===== src/rtl/bbr_pkg.sv =====
package bbr_pkg;

  localparam int unsigned WORD_W   = 32;
  localparam int unsigned ADDR_W   = 10;
  localparam int unsigned STEP_W   = 6;
  localparam int unsigned OFFSET_W = 16;
  localparam int unsigned POS_W    = 16;
  localparam int unsigned BYTE_W   = 13;
  localparam int unsigned BIB_W    = 3;
  localparam int unsigned OFF_W    = 5;

  typedef enum logic [2:0] {
    OP_LOAD    = 3'd0,
    OP_SET_POS = 3'd1,
    OP_SHOW    = 3'd2,
    OP_GET     = 3'd3,
    OP_FLUSH   = 3'd4,
    OP_REWIND  = 3'd5,
    OP_ALIGN   = 3'd6,
    OP_REPORT  = 3'd7
  } op_t;

  typedef logic [WORD_W-1:0] word_t;

endpackage


===== src/rtl/bbr_funnel.sv =====
module bbr_funnel (
  input  bbr_pkg::word_t              w0,
  input  bbr_pkg::word_t              w1,
  input  logic [bbr_pkg::OFF_W-1:0]   off,
  input  logic [bbr_pkg::STEP_W-1:0]  n,
  output bbr_pkg::word_t              value
);

  localparam logic [bbr_pkg::STEP_W-1:0] WIDTH_N = bbr_pkg::STEP_W'(bbr_pkg::WORD_W);

  logic [2*bbr_pkg::WORD_W-1:0] pair;
  bbr_pkg::word_t               head;
  logic [bbr_pkg::STEP_W-1:0]   rshift;

  assign pair   = {w0, w1} << off;
  assign head   = pair[2*bbr_pkg::WORD_W-1:bbr_pkg::WORD_W];
  assign rshift = WIDTH_N - n;
  assign value  = (n == '0) ? '0 : (head >> rshift);

endmodule

===== config.mk =====
export PLATFORM = sky130hd
export DESIGN_NAME = bbr_funnel
export DESIGN_NICKNAME = d
export VERILOG_FILES = /design/src/rtl/bbr_pkg.sv /design/src/rtl/bbr_funnel.sv
export SDC_FILE = /design/constraint.sdc
export NUM_CORES = 1
export LEC_CHECK = 0
export BUFFER_PORTS_ARGS = -buffer_cell sky130_fd_sc_hd__buf_2
export CORE_UTILIZATION = 45
export DETAILED_ROUTE_END_ITERATION = 10
export GPL_ROUTABILITY_DRIVEN = 0
export PLACE_DENSITY = 0.74
export SLEW_MARGIN = 15
export SYNTH_ARGS = -nofsm -noshare
export SYNTH_HDL_FRONTEND = slang
export SYNTH_SLANG_ARGS = --single-unit

===== constraint.sdc =====
create_clock -name vclk -period 13.78
set_clock_uncertainty 0.1 [all_clocks]
set_input_delay 3.445 -clock vclk [all_inputs]
set_output_delay 3.445 -clock vclk [all_outputs]
set_load 0.1 [all_outputs]

==> metrics.md, run 1 <==
| Metric | Value |
|---|---|
| Met2 Use GR | 0.469 |
| Hold Startpoint | n[4] |
| # Post-CTS Setup Buffers | 0 |
| Seq pwr share | 0 |
| CP arrival | approximately 8.0 ns |
| Maximum vdd drop | roughly 0.000037 V |
| Outcome | finished clean |
| F_max | approximately 0.087 GHz |
| Register area | 0 sq um |
| Nets | 850 |
| Worst-Margin Slew | approximately 1.0 ns |
| WL/cell | 23.5 microns |
| Vias | roughly 7k |
| Startpoint Class | input pin |
| Area growth from synthesis to layout | 7.88% |
| Vias in the first global route | around 6.3k |
| Largest net degree at the start of global routing | approximately 70 |
| Post-CTS sizing | 0 |
| Max-cap violations | 0 |
| CP Max Fanout | 65 |
| Chip Height | 118 microns |
| Combinational power share | 1.000 |
| Clock Power Share | 0 |
| Leakage | between 2 and 3 nW |
| Initial DRC Count | between 1k and 1.5k |
| First-pass GRT wire length | between 30000 and 40000 microns |
| Cell Pwr Density | ~65 nW/um^2 |
| Post-route setup TNS | 0 ns |
| Seq/Total Area, Yosys | 0 |
| Fillers | roughly 1.3k |
| Drt first pass iters | 6 |
| Fin. max-slew vios | 0 |
| Mapped Cells | 722 |
| WS Path Type | input pin to output port |
| Critical Path Start | off[1] |
| Post-DP HPWL | 16900 microns |
| Initial antenna violation count | 0 |
| Unique masters post-synth | between 70 and 80 |
| DRC | 0 |
| Busiest grt layer | met2 |
| Die area | between 10000 and 15000 sq um |
| Starting Density | 0.460 |
| Die W | 118 microns |
| Psw | ~280 uW |
| Port Buffers | ~110 |
| Seq cells | 0 |
| # diodes | 0 |
| Core Box Area | approximately 13000 sq um |
| Dpl ws | 2.39 ns |
| Synth warn | 0 |
| Fin crit share | 0.838 |
| Detailed Route WL | between 20000 and 25000 microns |
| Worst setup margin | 2.24 ns |
| Layout cell share with drive strength beyond 1 | 0.325 |
| RSZ-0062 raised after global routing | false |
| Post-CTS Hold Fix Bufs | 0 |
| Antenna-violating nets left | 0 |
| Min cycle time layout | 11.54 ns |
| Met1 Track Usage GR | 0.427 |
| GR Util All Layers | 0.305 |
| Slew HR | 0.296 |
| Sw Ratio | 0.656 |
| Clock Buffer Count | 0 |
| Post-Syn Nets | 798 |
| Final Hold Fails | 0 |
| Crit end category | output port |
| Worst hold-check path type | input pin to output port |
| Final setup vio count | 0 |
| Total grt overflow | 0 |
| Drt via density | 7.47 |
| Worst setup path end | value[2] |
| Mapped cell area | 6070 sq um |
| Row count | between 40 and 50 |
| Avg Inst Size Synth | 8.40 sq um |
| Internal | about 150 uW |
| I/O Pins | 107 |
| Worst Path Required | between 10 and 15 ns |
| Met3 Use GR | 0.0344 |
[layout make-up]
class / count / area [sq um] / area share
inverters: 8 / 30.0 / 0.00459
multi-input cells: 650 / 5700 / 0.871
repair buffers: 114 / 596 / 0.0910
well taps: 176 / 220 / 0.0336
[power by group through the flow]
stage                     clock network, mW  registers, mW  logic, mW
after floorplan                           0              0      0.317
after global placement                    0              0      0.407
after detailed placement                  0              0      0.411
after CTS                                 0              0      0.412
after global routing                      0              0      0.443
final                                     0              0      0.426
[routing by layer]
metal | wire length [microns] | up-vias | share of wire
met1 | 8840 | 3302 | 0.40
met2 | 9790 | 604 | 0.44
met3 | 2620 | 98 | 0.12
met5 | 0 | - | 0
li1 | - | 3075 | -
met4 | 1040 | 0 | 0.047
[cell usage in the layout, fill, tap and decap left out, types with 12 or more instances in the layout]
master / netlist / routed
a21oi_1: 28 / 28
a22oi_1: 12 / 12
buf_2: 14 / 104
mux2_2: 51 / 51
mux2i_1: 71 / 71
mux4_2: 70 / 70
nand2_1: 55 / 55
nand3_1: 17 / 17
nor2_1: 68 / 68
nor3_1: 27 / 27
o211ai_1: 12 / 12
o21ai_0: 22 / 22
o22ai_1: 36 / 36
[cells in the mapped netlist, types with 4 or more instances]
cell | instances | area share
a211o_1 | 5 | 0.0072
a211oi_1 | 7 | 0.0087
a21oi_1 | 28 | 0.023
a221o_1 | 4 | 0.0066
a22o_1 | 11 | 0.016
a22oi_1 | 12 | 0.015
a32o_1 | 4 | 0.0066
a32oi_1 | 6 | 0.0087
and2_1 | 7 | 0.0072
and3_1 | 6 | 0.0062
buf_2 | 14 | 0.012
buf_4 | 6 | 0.0074
buf_6 | 6 | 0.011
clkbuf_1 | 34 | 0.021
inv_1 | 4 | 0.0025
mux2_2 | 51 | 0.095
mux2i_1 | 71 | 0.12
mux4_2 | 70 | 0.26
nand2_1 | 55 | 0.034
nand2b_1 | 9 | 0.0093
nand3_1 | 17 | 0.014
nor2_1 | 68 | 0.042
nor2b_1 | 10 | 0.010
nor3_1 | 27 | 0.022
nor3b_1 | 4 | 0.0049
nor4_1 | 5 | 0.0052
o211ai_1 | 12 | 0.015
o21ai_0 | 22 | 0.018
o221ai_1 | 11 | 0.016
o22a_1 | 5 | 0.0072
o22ai_1 | 36 | 0.037
o2bb2ai_1 | 4 | 0.0058
o31ai_1 | 4 | 0.0049
o32ai_1 | 9 | 0.013
or2_2 | 6 | 0.0062
or3_1 | 5 | 0.0052
[kinds of logic after synthesis]
group / after synthesis / share of synthesized area
compound gates: 219 / 0.264
xor+xnor: 6 / 0.00866
fa+ha+maj: 1 / 0.00206
buf+inv: 72 / 0.0631
mux: 196 / 0.483
simple gates: 228 / 0.179
[stage by stage]
step	cell area, sq um	hold WS (ns)	total power, mW	util	cells
2_1_floorplan	6070	7.40	0.317	-	722
3_3_place_gp	6550	7.59	0.407	0.496	948
3_5_place_dp	6550	7.60	0.411	0.496	948
4_1_cts	6550	7.60	0.412	0.496	948
5_1_grt	6550	7.67	0.443	0.496	948
6_report	6550	7.61	0.426	0.496	948
[critical path, stage by stage]
cell and delay (ns):
buf_4 0.63, buf_4 0.60, mux4_2 0.62, mux2_2 0.32
o221ai_1 0.26, nand3_1 0.30, mux4_2 0.53, a21o_1 0.24
a222oi_1 0.41, o221ai_1 0.25, buf_2 0.35
[worst min-delay path by stage]
stage	to	cells after the start	slack, ns
6_report	value[25]	4	7.61
3_5_place_dp	value[25]	4	7.60
3_3_place_gp	value[25]	4	7.59
2_1_floorplan	value[25]	2	7.40
4_1_cts	value[25]	4	7.60
5_1_grt	value[25]	4	7.67
Power figures use the tool's default switching activity.
==> run 2, diff against run 1 <==
--- a/config.mk
+++ b/config.mk
@@ -5,11 +5,12 @@
 export SDC_FILE = /design/constraint.sdc
 export NUM_CORES = 1
 export LEC_CHECK = 0
+export ABC_AREA = 1
 export BUFFER_PORTS_ARGS = -buffer_cell sky130_fd_sc_hd__buf_2
 export CORE_UTILIZATION = 45
 export DETAILED_ROUTE_END_ITERATION = 10
 export GPL_ROUTABILITY_DRIVEN = 0
-export PLACE_DENSITY = 0.74
+export PLACE_DENSITY = 0.79
 export SLEW_MARGIN = 15
 export SYNTH_ARGS = -nofsm -noshare
 export SYNTH_HDL_FRONTEND = slang
==> constraint.sdc (replaced) <==
create_clock -name vclk -period 9.4
set_clock_uncertainty 0.1 [all_clocks]
set_input_delay 2.35 -clock vclk [all_inputs]
set_output_delay 2.35 -clock vclk [all_outputs]
set_load 0.1 [all_outputs]
==> run 2 against run 1 <==
  * First-iteration DRC count fell by 13%
  * Global-route usage decreased by 0.16 points
  * Routed wire length decreased by 29%
  * Area after synthesis is 24% lower
  * Die area fell by 23%
  * Clock-buffer cell count is the same
  * Final cell count up 23%
  * Cell area fell by 24%
  * Hold slack got worse by 2.3 ns
  * Non-clock buffer count stayed put
  * Sequential cell count did not move
  * Critical path type unchanged
==> metrics.md, run 2 <==
| Metric | Value |
|---|---|
| Outcome | finished clean |
| Worst hold-check path type | input pin to output port |
| Post-Synth XOR/XNOR Area | 0.00189 |
| I/O Pins | around 110 |
| Commonest non-fill, non-tap cells in the layout | nand3_1, nand2_1, buf_2, inv_1, nor2_1 |
| DRC | 0 |
| Synth top area share | 0.595 |
| Row count | 36 |
| Seq/Total Area, Yosys | 0 |
| # diodes | 0 |
| Area growth from synthesis to layout | 7.59% |
| Ranking of synthesized cells by area | nand3_1, nand2_1, buf_2 |
| Mapped cell area | 4630 sq um |
| Core Box Area | between 9000 and 10000 sq um |
| Nets | ~1.1k |
| GR Util All Layers | 0.303 |
| Min cycle time layout | 8.27 ns |
| Commonest non-fill, non-tap cell in the layout | nand3_1 |
| First-pass GRT wire length | ~27000 microns |
| Layout cell share with drive strength beyond 1 | 0.119 |
| Post-route setup TNS | 0 ns |
| Post-DP HPWL | about 12000 microns |
| Post-Syn Nets | 1077 |
| Mapped Cells | between 1k and 1.5k |
| Main combinational cell family by area after synthesis | simple AND/OR/NAND/NOR gates |
| Psw | ~330 uW |
| Worst Path Required | a little under 7 ns |
| Chip Height | roughly 100 microns |
| Seq pwr share | 0 |
| Port Buffers | 106 |
| Multiplexer share of the synthesized area | 0 |
| Worst setup margin | 1.13 ns |
| Startpoint Class | input pin |
| Total grt overflow | 0 |
| F_max | ~0.12 GHz |
| Layout Cells excl Fill | 1165 |
| Largest net degree at the start of global routing | 67 |
| Maximum vdd drop | 0.0000859 V |
| Adder-cell share of the synthesized area | 0.00270 |
| Combinational power share | 1.000 |
| Antenna-violating nets left | 0 |
| Initial antenna violation count | 0 |
| Post-CTS Hold Fix Bufs | 0 |
| Fin Hold WS | 5.27 ns |
| # Post-CTS Setup Buffers | 0 |
| Sw Ratio | 0.738 |
| Synth Area in Compound Gates | 0.0221 |
| Synth warn | 0 |
| Drt first pass iters | 6 |
| Fin crit share | 0.880 |
| Die area | 10700 sq um |
| Unique masters post-synth | 24 |
| Seq cells | 0 |
| Final setup vio count | 0 |
| Leakage | roughly 2.6 nW |
| Clock Power Share | 0 |
| Starting Density | 0.470 |
| Top cell type by total area after synthesis | nand3_1 |
| WS Path Type | input pin to output port |
| Simple-gate share of the synthesized area | 0.868 |
| Cell Pwr Density | roughly 90 nW/um^2 |
| Fin. max-slew vios | 0 |
| Avg Inst Size Synth | around 4.6 sq um |
| Crit end category | output port |
| Placed insts | 1165 |
| Drt via density | 6.28 |
| Dpl ws | approximately 1.2 ns |
| Register area | 0 sq um |
| CP Max Fanout | 34 |
| Post-CTS sizing | 0 |
| Slew HR | 0.365 |
| CP arrival | just under 6 ns |
| RSZ-0062 raised after global routing | false |
| Max-cap violations | 0 |
| Total Power | ~450 uW |
| Vias | between 7k and 8k |
| Internal | approximately 120 uW |
| Die W | approximately 100 microns |
| Vias in the first global route | 6178 |
| Commonest cells post-synth | nand3_1, nand2_1, buf_2 |
| WL/cell | roughly 14 microns |
| Most numerous cell in the Yosys netlist | nand3_1 |
| Initial DRC Count | ~1.3k |
| Worst-Margin Slew | 0.952 ns |
| Final Hold Fails | 0 |
| Detailed Route WL | 15900 microns |
| Clock Buffer Count | 0 |
[run 2: changes by cell type in the layout (fill, tap and decap cells not counted), moves of 12 or more]
cell / previous run / this run
mux2i_1: 71 / 0
o21ai_0: 22 / 5
o22ai_1: 36 / 1
mux4_2: 70 / 0
a21oi_1: 28 / 5
nor2_1: 68 / 12
nand3_1: 17 / 551
mux2_2: 51 / 0
nand2_1: 55 / 302
a22oi_1: 12 / 0
nor3_1: 27 / 5
[run 2: final timing paths]
kind  startpoint   endpoint  slack (ns)  cells past startpoint
max         n[0]   value[4]        1.13                     12
min         n[4]  value[25]        5.27                      6
[run 2: cell families after synthesis]
kind of cell,after synthesis
buffers and inverters,102
adder cells (fa/ha/maj),1
XOR/XNOR,1
AND/OR/NAND/NOR,880
AO/OA/AOI/OAI,17
[run 2: power by group through the flow]
stage                     logic (mW)  clock network (mW)  registers, mW
after floorplan                0.357                   0              0
after global placement         0.431                   0              0
after detailed placement       0.436                   0              0
after CTS                      0.437                   0              0
after global routing           0.494                   0              0
final                          0.447                   0              0
[run 2: layout make-up]
| type | instances | area (sq um) |
|---|---|---|
| Fill cell | 1051 | 4880 |
| Inverter | 19 | 73.8 |
| Multi-Input combinational cell | 899 | 4160 |
| Tap cell | 133 | 166 |
| Timing Repair Buffer | 114 | 591 |
[run 2: per-layer routing]
layer	GRT usage	vias up	wire (microns)
met3	0.0390	95	1630
li1	-	3571	-
met5	0	-	0
met2	0.508	504	7090
met1	0.389	3143	6440
met4	0.131	0	736
[run 2: through the flow]
step	util	instance area, sq um
5_1_grt	0.505	4990
3_5_place_dp	0.505	4990
6_report	0.505	4990
4_1_cts	0.505	4990
2_1_floorplan	-	4630
3_3_place_gp	0.505	4990
[run 2: critical path: stages]
cell     delay, ns
buf_2         0.46
inv_2         0.38
ha_1          0.40
buf_4         0.24
inv_1         0.70
nand3_1       0.25
nand2_1       0.15
nand2_1       0.10
nand2_1       0.10
nand3_1       0.13
nand2_1       0.12
buf_2         0.42
==> run 3, diff against run 2 <==
--- a/config.mk
+++ b/config.mk
@@ -7,6 +7,7 @@
 export LEC_CHECK = 0
 export ABC_AREA = 1
 export BUFFER_PORTS_ARGS = -buffer_cell sky130_fd_sc_hd__buf_2
+export CORE_ASPECT_RATIO = 0.7
 export CORE_UTILIZATION = 45
 export DETAILED_ROUTE_END_ITERATION = 10
 export GPL_ROUTABILITY_DRIVEN = 0
==> run 3 against run 2 <==
  * Via count hardly changed
  * Hold slack better by 0.0085 ns
  * Non-clock buffer count is 1 lower
  * Critical endpoint is now value[6]
  * Largest cell class unchanged
  * Largest power group unchanged
==> metrics.md, run 3 (synthesis results as in run 2) <==
| Metric | Value |
|---|---|
| Outcome | finished clean |
| Clock Buffer Count | 0 |
| Fillers | roughly 1.1k |
| Worst hold-check path type | input pin to output port |
| # Post-CTS Setup Buffers | 0 |
| # diodes | 0 |
| Post-route setup TNS | 0 ns |
| Fin Hold WS | around 5.3 ns |
| Worst-Margin Slew | approximately 1.2 ns |
| Commonest non-fill, non-tap cells in the layout | nand3_1, nand2_1, buf_2, inv_1, nor2_1 |
| Met2 Use GR | 0.471 |
| WHS Endpoint | value[25] |
| Total grt overflow | 0 |
| Cell Pwr Density | 90.5 nW/um^2 |
| Register area | 0 sq um |
| Seq cells | 0 |
| Total Power | 450 uW |
| Row count | 30 |
| Hold depth | 6 |
| Leakage | about 2.6 nW |
| Post-CTS sizing | 0 |
| CP Max Fanout | 34 |
| Multi-input logic area | a little over 4000 sq um |
| Initial DRC Count | ~1.3k |
| Initial antenna violation count | 0 |
| Die W | between 100 and 150 microns |
| Antenna-violating nets left | 0 |
| Chip Height | ~87 microns |
| First-pass GRT wire length | 27400 microns |
| Fin crit share | 0.914 |
| Vias | approximately 7.3k |
| Core Box Area | slightly below 10000 sq um |
| I/O Pins | approximately 110 |
| Port Buffers | between 100 and 150 |
| Busiest grt layer | met2 |
| Nets | ~1.1k |
| Hold Startpoint | n[4] |
| RSZ-0062 raised after global routing | false |
| WL/cell | between 10 and 15 microns |
| Crit end category | output port |
| Max-cap violations | 0 |
| Final Hold Fails | 0 |
| F_max | between 0.1 and 0.15 GHz |
| Area growth from synthesis to layout | 7.29% |
| Post-CTS Hold Fix Bufs | 0 |
| Final setup vio count | 0 |
| Layout cell share with drive strength beyond 1 | 0.118 |
| Met1 Track Usage GR | 0.443 |
| Drt via density | 6.31 |
| Largest net degree at the start of global routing | 68 |
| Post-DP HPWL | approximately 12000 microns |
| Fin. max-slew vios | 0 |
| DRC | 0 |
| Worst Path Required | about 7.0 ns |
| Met3 Use GR | 0.0438 |
| Maximum vdd drop | between 0.00007 and 0.00008 V |
| Die area | ~11000 sq um |
| Vias in the first global route | 6074 |
| Drt first pass iters | 6 |
| Starting Density | 0.471 |
| CP arrival | around 6.1 ns |
| Min cycle time layout | between 8 and 9 ns |
| Startpoint Class | input pin |
| Commonest non-fill, non-tap cell in the layout | nand3_1 |
| WS Path Type | input pin to output port |
| Detailed Route WL | between 15000 and 20000 microns |
| Slew HR | 0.227 |
| GR Util All Layers | 0.304 |
-- run 3: cell type report --
class / instances / area share
Inverter: 19 / 0.0148
Multi-Input combinational cell: 899 / 0.836
Tap cell: 128 / 0.0322
Timing Repair Buffer: 113 / 0.117
-- run 3: stage by stage --
step / setup WS, ns / util / area (sq um) / cells
after floorplan: 0.897 / - / 4630 / 1001
after global placement: 1.02 / 0.506 / 4970 / 1159
after detailed placement: 0.971 / 0.506 / 4970 / 1159
after CTS: 0.960 / 0.506 / 4970 / 1159
after global routing: 0.467 / 0.506 / 4970 / 1159
final: 0.812 / 0.506 / 4970 / 1159
-- run 3: critical path, stage by stage --
cell and delay (ns):
buf_2 0.49, inv_2 0.39, ha_1 1.06, inv_1 0.71
nand3_1 0.32, nand3_1 0.10, nand3_1 0.11, nand3_1 0.08
nand2_1 0.09, buf_2 0.42
-- run 3: where the power goes --
part | internal (mW) | total [mW] | switching (mW) | leakage [nW]
clock | 0 | 0 | 0 | 0
sequential | 0 | 0 | 0 | 0
combinational | 0.117 | 0.450 | 0.333 | 2.64
total | 0.117 | 0.450 | 0.333 | 2.64
-- run 3: layer usage --
layer | wire (microns) | up-vias
li1 | - | 3571
met1 | 7040 | 3147
met2 | 7010 | 561
met3 | 2090 | 32
met4 | 221 | 0
met5 | 0 | -
-- run 3: worst max-delay path by stage --
stage | start | end | slack [ns] | depth (start not counted)
3_5_place_dp | n[0] | value[6] | 0.97 | 10
2_1_floorplan | n[0] | value[27] | 0.90 | 13
5_1_grt | n[0] | value[3] | 0.47 | 11
6_report | n[0] | value[6] | 0.81 | 10
3_3_place_gp | n[0] | value[6] | 1.02 | 10
4_1_cts | n[0] | value[6] | 0.96 | 10
